**config.mk**
```make
export PLATFORM = sky130hd
export DESIGN_NAME = huffman_tree_build_and_decode
export DESIGN_NICKNAME = d
export VERILOG_FILES = /design/src/sv/htb_pkg.sv /design/src/sv/htb_cmp.sv /design/src/sv/huffman_tree_build_and_decode.sv
export VERILOG_INCLUDE_DIRS = /design/src /design/src/sv
export SDC_FILE = /design/constraint.sdc
export NUM_CORES = 2
export LEC_CHECK = 0
export BUFFER_PORTS_ARGS = -buffer_cell sky130_fd_sc_hd__buf_2
export CAP_MARGIN = 10
export CORE_ASPECT_RATIO = 1.1
export CORE_MARGIN = 2
export CORE_UTILIZATION = 40
export CTS_BUF_LIST = sky130_fd_sc_hd__clkbuf_16
export DETAILED_ROUTE_END_ITERATION = 12
export GPL_ROUTABILITY_DRIVEN = 0
export MAX_ROUTING_LAYER = met4
export PLACE_DENSITY = 0.63
export SLEW_MARGIN = 10
export SYNTH_ARGS = -nofsm -noshare
export SYNTH_HDL_FRONTEND = slang
export SYNTH_SLANG_ARGS = --single-unit
```
**constraint.sdc**
```tcl
create_clock -name clk -period 5.7 [get_ports clk]
set_input_delay 0.57 -clock clk [delete_from_list [all_inputs] [get_ports clk]]
set_output_delay 0.57 -clock clk [all_outputs]
set_load 0.01 [all_outputs]
```
**src/sv/huffman_tree_build_and_decode_assert.svh**
```systemverilog
// Assertion macros for the Huffman tree build and decode block.
`ifndef HUFFMAN_TREE_BUILD_AND_DECODE_ASSERT_SVH
`define HUFFMAN_TREE_BUILD_AND_DECODE_ASSERT_SVH
// Implication checked on every rising clock edge outside reset.
`define HTB_ASSERT_IMP(label, ante, cons, msg) \
	label: assert property (@(posedge clk) disable iff (!arst_n) (ante) |-> (cons)) \
		else $error(msg);
// Next-cycle implication checked outside reset.
`define HTB_ASSERT_NEXT(label, ante, cons, msg) \
	label: assert property (@(posedge clk) disable iff (!arst_n) (ante) |=> (cons)) \
		else $error(msg);
`endif

```
**src/sv/htb_pkg.sv**
```systemverilog
// Package with the shared types and codes of the Huffman tree block.
package htb_pkg;
	localparam logic [2:0] ST_STORED = 3'd0;
	localparam logic [2:0] ST_BUILT  = 3'd1;
	localparam logic [2:0] ST_TAKEN  = 3'd2;
	localparam logic [2:0] ST_SYMBOL = 3'd3;
	localparam logic [2:0] ST_ERROR  = 3'd4;
	localparam logic       ACT_LOAD   = 1'b0;
	localparam logic       ACT_DECODE = 1'b1;

	typedef enum logic [3:0] {
		S_IDLE, S_INIT, S_SCAN_RD, S_SCAN, S_TAKE, S_MERGE, S_DONE,
		S_WALK, S_LEAF
	} state_t;
endpackage

```
**src/sv/htb_cmp.sv**
```systemverilog
// Shared compare unit that orders two nodes for the build.
module htb_cmp #(
	parameter int WW = 21,
	parameter int IW = 6
) (
	input  logic [WW-1:0] wa,
	input  logic [7:0]    sa,
	input  logic [IW-1:0] ia,
	input  logic [WW-1:0] wb,
	input  logic [7:0]    sb,
	input  logic [IW-1:0] ib,
	output logic          a_first
);
	always_comb begin
		if (wa != wb) begin
			a_first = wa < wb;
		end else if (sa != sb) begin
			a_first = sa < sb;
		end else begin
			a_first = ia > ib;
		end
	end
endmodule

```
**src/sv/huffman_tree_build_and_decode.sv**
```systemverilog
// Top level of the Huffman tree build and decode block.
//
//  Channel   Signals                                 Direction
//  request   start, busy, action, symbol, weight,    in (busy out)
//            last, code_bit
//  result    done, status, decoded_symbol            out
//
// A leaf load is taken while idle and its result follows in the next cycle.
// A decode bit holds busy through the walk and leaf states while the registered
// node table is read twice, and its result is registered in the leaf state. The
// build after the last leaf fills the pending set, then runs leaf_count - 1
// merges: each merge is two takes and a merge step, and each take scans the
// pending set, since one shared compare unit looks at one pending entry per cycle.
// Reset clears the control state only; the node table and pending set are
// memories with no reset. The receiver cannot stall: done is high for one
// cycle with each result.
module huffman_tree_build_and_decode #(
	parameter int MAX_SYMBOLS = 32,
	parameter int WEIGHT_BITS = 16
) (
	input  logic       clk,
	input  logic       arst_n,
	input  logic       start,
	output logic       busy,
	input  logic       action,
	input  logic [7:0] symbol,
	input  logic [15:0] weight,
	input  logic       last,
	input  logic       code_bit,
	output logic       done,
	output logic [2:0] status,
	output logic [7:0] decoded_symbol
);
	import htb_pkg::*;

	localparam int DEPTH = 2 * MAX_SYMBOLS - 1;
	localparam int IW = $clog2(DEPTH + 1);
	localparam int PW = $clog2(MAX_SYMBOLS);
	localparam int CW = $clog2(MAX_SYMBOLS + 1);
	localparam int WW = WEIGHT_BITS + $clog2(MAX_SYMBOLS) + 1;
	// Weight bits actually kept from the 16-bit weight port.
	localparam int KW = (WEIGHT_BITS < 16) ? WEIGHT_BITS : 16;

	// Node table memories.
	logic [7:0]    sym_mem [DEPTH];
	logic [WW-1:0] wt_mem  [DEPTH];
	logic [IW-1:0] lc_mem  [DEPTH];
	logic [IW-1:0] rc_mem  [DEPTH];
	logic          leaf_mem [DEPTH];
	logic [IW-1:0] pend_mem [MAX_SYMBOLS];

	state_t state_q, state_d;
	logic [CW-1:0] leaf_total_q;
	logic [IW-1:0] node_total_q, root_q, walk_q;
	logic          ready_q;
	logic [CW-1:0] count_q;    // pending entries left
	logic [CW-1:0] scan_q;     // scan position
	logic [PW-1:0] best_pos_q;
	logic [IW-1:0] best_idx_q, first_q;
	logic [WW-1:0] best_w_q, first_w_q;
	logic [7:0]    best_s_q;
	logic          second_q;   // second take of a merge
	logic          bit_q;
	logic          done_q;
	logic [2:0]    status_q;
	logic [7:0]    dsym_q;

	// Registered read ports.
	logic [IW-1:0] rd_addr;
	logic [7:0]    rd_sym_q;
	logic [WW-1:0] rd_wt_q;
	logic [IW-1:0] rd_lc_q, rd_rc_q;
	logic          rd_leaf_q;
	logic [PW-1:0] prd_addr;
	logic [IW-1:0] prd_q;
	logic [IW-1:0] cur_idx_q;

	logic a_first;

	htb_cmp #(.WW(WW), .IW(IW)) u_cmp (
		.wa(rd_wt_q), .sa(rd_sym_q), .ia(cur_idx_q),
		.wb(best_w_q), .sb(best_s_q), .ib(best_idx_q),
		.a_first(a_first)
	);

	assign busy = (state_q != S_IDLE);
	assign done = done_q;
	assign status = status_q;
	assign decoded_symbol = dsym_q;

	logic accept;
	assign accept = start && !busy;

	// Read addresses: the pending entry at the scan position, then its node.
	// Past the end of the set the tail entry is read, so that the take step
	// finds it on prd_q.
	always_comb begin
		prd_addr = scan_q[PW-1:0];
		if (scan_q >= count_q) begin
			prd_addr = PW'(count_q - 1'b1);
		end
	end

	always_comb begin
		rd_addr = prd_q;
		if (state_q == S_IDLE) begin
			rd_addr = walk_q;
		end else if (state_q == S_WALK) begin
			rd_addr = bit_q ? rd_rc_q : rd_lc_q;
		end
	end

	always_ff @(posedge clk) begin
		rd_sym_q  <= sym_mem[rd_addr[IW-1:0] < IW'(DEPTH) ? rd_addr : '0];
		rd_wt_q   <= wt_mem[rd_addr < IW'(DEPTH) ? rd_addr : '0];
		rd_lc_q   <= lc_mem[rd_addr < IW'(DEPTH) ? rd_addr : '0];
		rd_rc_q   <= rc_mem[rd_addr < IW'(DEPTH) ? rd_addr : '0];
		rd_leaf_q <= leaf_mem[rd_addr < IW'(DEPTH) ? rd_addr : '0];
		cur_idx_q <= rd_addr;
		prd_q     <= pend_mem[prd_addr];
	end

	// Memory writes.
	logic          leaf_wr;
	logic [IW-1:0] leaf_wr_idx;
	logic [CW-1:0] lt_eff;
	assign leaf_wr_idx = IW'(lt_eff);
	always_ff @(posedge clk) begin
		if (leaf_wr) begin
			sym_mem[leaf_wr_idx]  <= symbol;
			wt_mem[leaf_wr_idx]   <= WW'(weight[KW-1:0]);
			lc_mem[leaf_wr_idx]   <= '0;
			rc_mem[leaf_wr_idx]   <= '0;
			leaf_mem[leaf_wr_idx] <= 1'b1;
		end else if (state_q == S_MERGE) begin
			sym_mem[node_total_q]  <= 8'd0;
			wt_mem[node_total_q]   <= first_w_q + best_w_q;
			lc_mem[node_total_q]   <= first_q;
			rc_mem[node_total_q]   <= best_idx_q;
			leaf_mem[node_total_q] <= 1'b0;
		end
	end

	// Pending set writes: fill on init, move tail on take, append on merge.
	always_ff @(posedge clk) begin
		if (state_q == S_INIT) begin
			pend_mem[scan_q[PW-1:0]] <= IW'(scan_q);
		end else if (state_q == S_TAKE) begin
			pend_mem[best_pos_q] <= prd_q;
		end else if (state_q == S_MERGE) begin
			pend_mem[count_q[PW-1:0]] <= node_total_q;
		end
	end

	// Store the leaf when the load is valid.
	logic do_store;
	always_comb begin
		lt_eff = ready_q ? '0 : leaf_total_q;
		do_store = accept && action == ACT_LOAD && symbol != 8'd0
			&& lt_eff < CW'(MAX_SYMBOLS);
		leaf_wr = do_store;
	end

	always_comb begin
		state_d = state_q;
		case (state_q)
			S_IDLE: begin
				if (accept && action == ACT_LOAD && do_store && last
					&& lt_eff + 1'b1 >= CW'(2)) begin
					state_d = S_INIT;
				end else if (accept && action == ACT_DECODE && ready_q) begin
					state_d = S_WALK;
				end
			end
			S_INIT: begin
				if (scan_q + 1'b1 == leaf_total_q) begin
					state_d = (leaf_total_q > CW'(1)) ? S_SCAN_RD : S_DONE;
				end
			end
			// The pending read and then the node read are filled here.
			S_SCAN_RD: state_d = (scan_q == CW'(1)) ? S_SCAN : S_SCAN_RD;
			S_SCAN: begin
				if (scan_q == count_q + 1'b1) begin
					state_d = S_TAKE;
				end else begin
					state_d = S_SCAN;
				end
			end
			S_TAKE: state_d = second_q ? S_MERGE : S_SCAN_RD;
			S_MERGE: state_d = (count_q + 1'b1 > CW'(1)) ? S_SCAN_RD : S_DONE;
			S_DONE: state_d = S_IDLE;
			S_WALK: state_d = S_LEAF;
			S_LEAF: state_d = S_IDLE;
			default: state_d = S_IDLE;
		endcase
	end

	always_ff @(posedge clk or negedge arst_n) begin
		if (!arst_n) begin
			state_q <= S_IDLE;
		end else begin
			state_q <= state_d;
		end
	end

	always_ff @(posedge clk or negedge arst_n) begin
		if (!arst_n) begin
			leaf_total_q <= '0;
			node_total_q <= '0;
			root_q <= '0;
			walk_q <= '0;
			ready_q <= 1'b0;
			count_q <= '0;
			scan_q <= '0;
			second_q <= 1'b0;
			done_q <= 1'b0;
			status_q <= ST_STORED;
			dsym_q <= '0;
			bit_q <= 1'b0;
		end else begin
			done_q <= 1'b0;
			case (state_q)
				S_IDLE: begin
					if (accept) begin
						bit_q <= code_bit;
						dsym_q <= '0;
						if (action == ACT_LOAD) begin
							if (ready_q) begin
								ready_q <= 1'b0;
							end
							if (!do_store) begin
								leaf_total_q <= lt_eff;
								status_q <= ST_ERROR;
								done_q <= 1'b1;
							end else if (last && lt_eff < CW'(1)) begin
								leaf_total_q <= '0;
								status_q <= ST_ERROR;
								done_q <= 1'b1;
							end else begin
								leaf_total_q <= lt_eff + 1'b1;
								if (last) begin
									scan_q <= '0;
								end else begin
									status_q <= ST_STORED;
									done_q <= 1'b1;
								end
							end
						end else if (!ready_q) begin
							status_q <= ST_ERROR;
							done_q <= 1'b1;
						end
					end
				end
				S_INIT: begin
					scan_q <= scan_q + 1'b1;
					if (scan_q + 1'b1 == leaf_total_q) begin
						count_q <= leaf_total_q;
						node_total_q <= IW'(leaf_total_q);
						scan_q <= '0;
						second_q <= 1'b0;
					end
				end
				S_SCAN_RD: begin
					scan_q <= scan_q + 1'b1;
				end
				S_SCAN: begin
					// The node of the entry at scan-2 is on the read port.
					if (scan_q == CW'(2) || a_first) begin
						best_pos_q <= PW'(scan_q - CW'(2));
						best_idx_q <= cur_idx_q;
						best_w_q <= rd_wt_q;
						best_s_q <= rd_sym_q;
					end
					scan_q <= scan_q + 1'b1;
				end
				S_TAKE: begin
					// Tail entry is on prd_q; it moves into the taken slot.
					count_q <= count_q - 1'b1;
					scan_q <= '0;
					if (!second_q) begin
						first_q <= best_idx_q;
						first_w_q <= best_w_q;
						second_q <= 1'b1;
					end
				end
				S_MERGE: begin
					second_q <= 1'b0;
					count_q <= count_q + 1'b1;
					node_total_q <= node_total_q + 1'b1;
					root_q <= node_total_q;
					walk_q <= node_total_q;
					scan_q <= '0;
				end
				S_DONE: begin
					ready_q <= 1'b1;
					status_q <= ST_BUILT;
					done_q <= 1'b1;
				end
				S_WALK: begin
				end
				S_LEAF: begin
					done_q <= 1'b1;
					if (rd_leaf_q) begin
						status_q <= ST_SYMBOL;
						dsym_q <= rd_sym_q;
						walk_q <= root_q;
					end else begin
						status_q <= ST_TAKEN;
						walk_q <= cur_idx_q;
					end
				end
				default: begin
				end
			endcase
		end
	end

	`include "huffman_tree_build_and_decode_assert.svh"

	`HTB_ASSERT_IMP(a_status_range, done, status <= ST_ERROR, "result status out of range")
	`HTB_ASSERT_NEXT(a_leaf_result, state_q == S_LEAF, done, "walk step gave no result")
	`HTB_ASSERT_IMP(a_done_idle, done, !busy, "result while busy")
	`HTB_ASSERT_IMP(a_sym_zero, done && status != ST_SYMBOL, decoded_symbol == 8'd0,
		"symbol nonzero without decode")
endmodule

```
==> results.py <==
metrics = {
    "run_status": {
        "status": "finished clean",
    },
    "synth": {
        "syn_inst": 8277,
        "synth.area.mux_share_pct": 2.72,
        "synth_cell_type_count": 86,
        "synth_nets": 8380,
        "synthTopCellsByCount": "2970 x edfxtp_1, 1054 x nand2_1, 452 x a21oi_1, 419 x nor2_1, 391 x o21ai_0",
        "synth_top_area_cell": "edfxtp_1",
        "ys_seq_area_share_pct": 75.6,
        "ys_ff_latch": 3080,
        "synth_top_family_by_area": "compound AO/OA/AOI/OAI gates",
        "synth.top_cell.area_share_pct": 73.5,
        "ys.flop_type": "edfxtp_1",
        "synth_compound_area_share_pct": 10.8,
        "ys_async_sr_fraction_pct": 1.79,
        "synthXorXnorAreaFrac_pct": 0.303,
        "synth.cell_area_mm2": 0.121,
        "synth_edf_count": 2970,
        "synthTopCellsByArea": "edfxtp_1 74%, nand2_1 3.3%, mux2i_1 2.6%",
        "synth-warning-count": 0,
        "synthSimpleGateAreaFrac_pct": 7.69,
        "yosysMostFrequentCell": "edfxtp_1",
        "synth_fa_ha_area_share_pct": 0.759,
        "avgSynthCellArea_um2": 14.7,
    },
    "grt": {
        "grt_use_met1_pct": 32.5,
        "grt_use_total_pct": 26.0,
        "grt_max_degree": 135,
        "grt_pass1_vias": 75076,
        "busiest_layer": "met2",
        "overflow": 0,
        "grt_pass1_wl_mm": 558,
        "use_met2_pct": 39.0,
        "antenna_found_initial": 16,
        "use_met3_pct": 6.29,
    },
    "route": {
        "vias": 79293,
        "ant_nets": 0,
        "drc": 0,
        "drt-total-wl_mm": 399,
        "dr.pass1.iters": 8,
        "routedWlPerCell_um": 31.4,
        "vias_per_cell": 6.24,
        "drtIter0Drc": 12542,
    },
    "clock_network": {
        "cts_made_buffers": 327,
        "clock_latency_ns": 0.99,
        "clk_path_buf_depth": 4,
        "clock-sinks": 3080,
        "cts.htree.levels": 5,
        "path_clk_slew_ns": 0.06,
        "cts_tree": "yes",
        "postCtsSetupBuffers": 0,
        "cts_root_buffer": "clkbuf_16",
        "cts_repair_resize_count": 0,
        "cts_hold_buf": 4,
    },
    "layout": {
        "area_growth_pct": 15.1,
        "drive_gt1_share_pct": 11.8,
        "nNetsFinal": 8571,
        "n_fill_cell": 25828,
        "final_util_pct": 46.2,
    },
    "floorplanning": {
        "die_area_mm2": 0.308,
        "initial_core_util_pct": 40.1,
        "die_h_um": 582,
        "pin_count": 43,
        "rows": 212,
        "core_area_mm2": 0.302,
        "die_width_um": 529,
    },
    "power_and_ir_drop": {
        "powerDensity_mw_per_mm2": 603,
        "power_leakage_nw": 46.5,
        "finalPower_mw": 84.2,
        "ir_drop_mv": 0.780,
    },
    "timing": {
        "grt_setup_unrepaired": "no",
        "timing.hold.ws_ns": 0.0509,
        "finalHoldViolCount": 0,
        "tightest_slew_ns": 1.34,
        "min_period_ns": 5.52,
        "fin_crit_sh_pct": 96.8,
        "skew_ns": 0.0806,
        "finalSetupViolations": 0,
        "setup_tns_ns": 0,
        "fmax_mhz": 181,
        "finalMaxSlewViolations": 0,
        "relSlewSlack_pct": 8.07,
    },
    "setup_path": {
        "startpoint_type": "flop",
        "arrival_ns": 6.41,
        "setup.worst_path.class": "flop to flop",
        "end_kind": "flop",
        "crit_required_ns": 6.59,
        "rrSetupSlack_ns": 0.18,
        "worstPathMaxFanout": 26,
    },
    "place": {
        "dp_hpwl_mm": 233,
        "portBuffers": 42,
    },
    "worst_hold_path": {
        "hold_class": "primary input to flop",
    },
    "job": {
        "maxCapViolations": 0,
    },
}
==> through the flow <==
stage	worst slack [ns]	area [µm²]	instances
final	0.184	140000	12699
after global routing	0.108	140000	12694
after CTS	0.362	140000	12670
after detailed placement	0.422	129000	12094
after global placement	0.137	129000	12094
after floorplan	0.0170	121000	8277
==> logic make-up after synthesis <==
| logic type | count (synthesis) |
|---|---|
| flip-flops | 3080 |
| AND/OR/NAND/NOR | 2153 |
| AO/OA/AOI/OAI | 1971 |
| buffers and inverters | 630 |
| multiplexers | 328 |
| adder cells (fa/ha/maj) | 73 |
| XOR/XNOR | 42 |
==> power by group <==
part | internal (mW) | switching, mW | leakage, nW | total (mW)
Clock | 12.0 | 8.66 | 5.26 | 20.6
Sequential | 26.5 | 0.886 | 28.1 | 27.3
Combinational | 10.4 | 25.8 | 13.1 | 36.3
Total | 48.8 | 35.4 | 46.5 | 84.2
==> area by class of cell <==
type                    count  area, µm²  area share [%]
flip-flops and latches   3080      91700            65.7
multi-input cells        4567      28000            20.1
clock buffers             332       8310            5.95
well taps                3959       4950            3.55
repair buffers            418       4360            3.12
clock inverters           240       1930            1.38
inverters                  74        293           0.210
diodes                     29       72.6          0.0520
==> final timing paths <==
kind | start | endpoint | depth (start not counted)
min reg2reg | cur_idx_q[0] | best_idx_q[0] | 0
max in group asynchronous | arst_n | state_q[0] | 3
max | state_q[1] | rd_wt_q[20] | 11
min in group asynchronous | arst_n | node_total_q[2] | 3
min | action | ready_q | 3
max reg2reg | state_q[1] | rd_wt_q[20] | 11
==> critical path: stages, from the launching register on <==
cell	delay, ns
dfrtp_1	0.65
and4b_1	0.56
mux2i_1	0.17
o21a_2	0.44
inv_2	0.46
nand4_1	0.29
o21bai_4	1.02
buf_4	0.45
a221o_1	0.21
o22ai_1	0.13
o21ai_1	0.72
and3_1	0.27
==> metal layers <==
layer  share of wire (%)  vias to the layer above
met5                   0                        -
met4                 6.3                        0
met3                  12                     1118
met2                  46                     5396
met1                  36                    39944
li1                    -                    32835
==> registers in the layout (all words and copies together), names as in the netlist, 8 cells and up <==
register,cells
sym_mem,504
rc_mem,378
pend_mem,192
leaf_mem,63
best_w_q,22
best_s_q,8
first_w_q,22
rd_wt_q,22
wt_mem,1386
lc_mem,378
rd_sym_q,8
decoded_symbol,8
==> cell usage in the layout (no fill, tap or decap), drive strengths merged, types with 72 or more instances in the layout <==
master,count
edfxtp,2970
nand2,1055
a21oi,454
nor2,421
buf,414
o21ai,401
nand3,370
clkbuf,332
mux2i,319
o221ai,289
a31oi,192
o22ai,186
inv,152
clkinv,118
ha,72
Note: power is estimated with default switching activity, not from simulation.
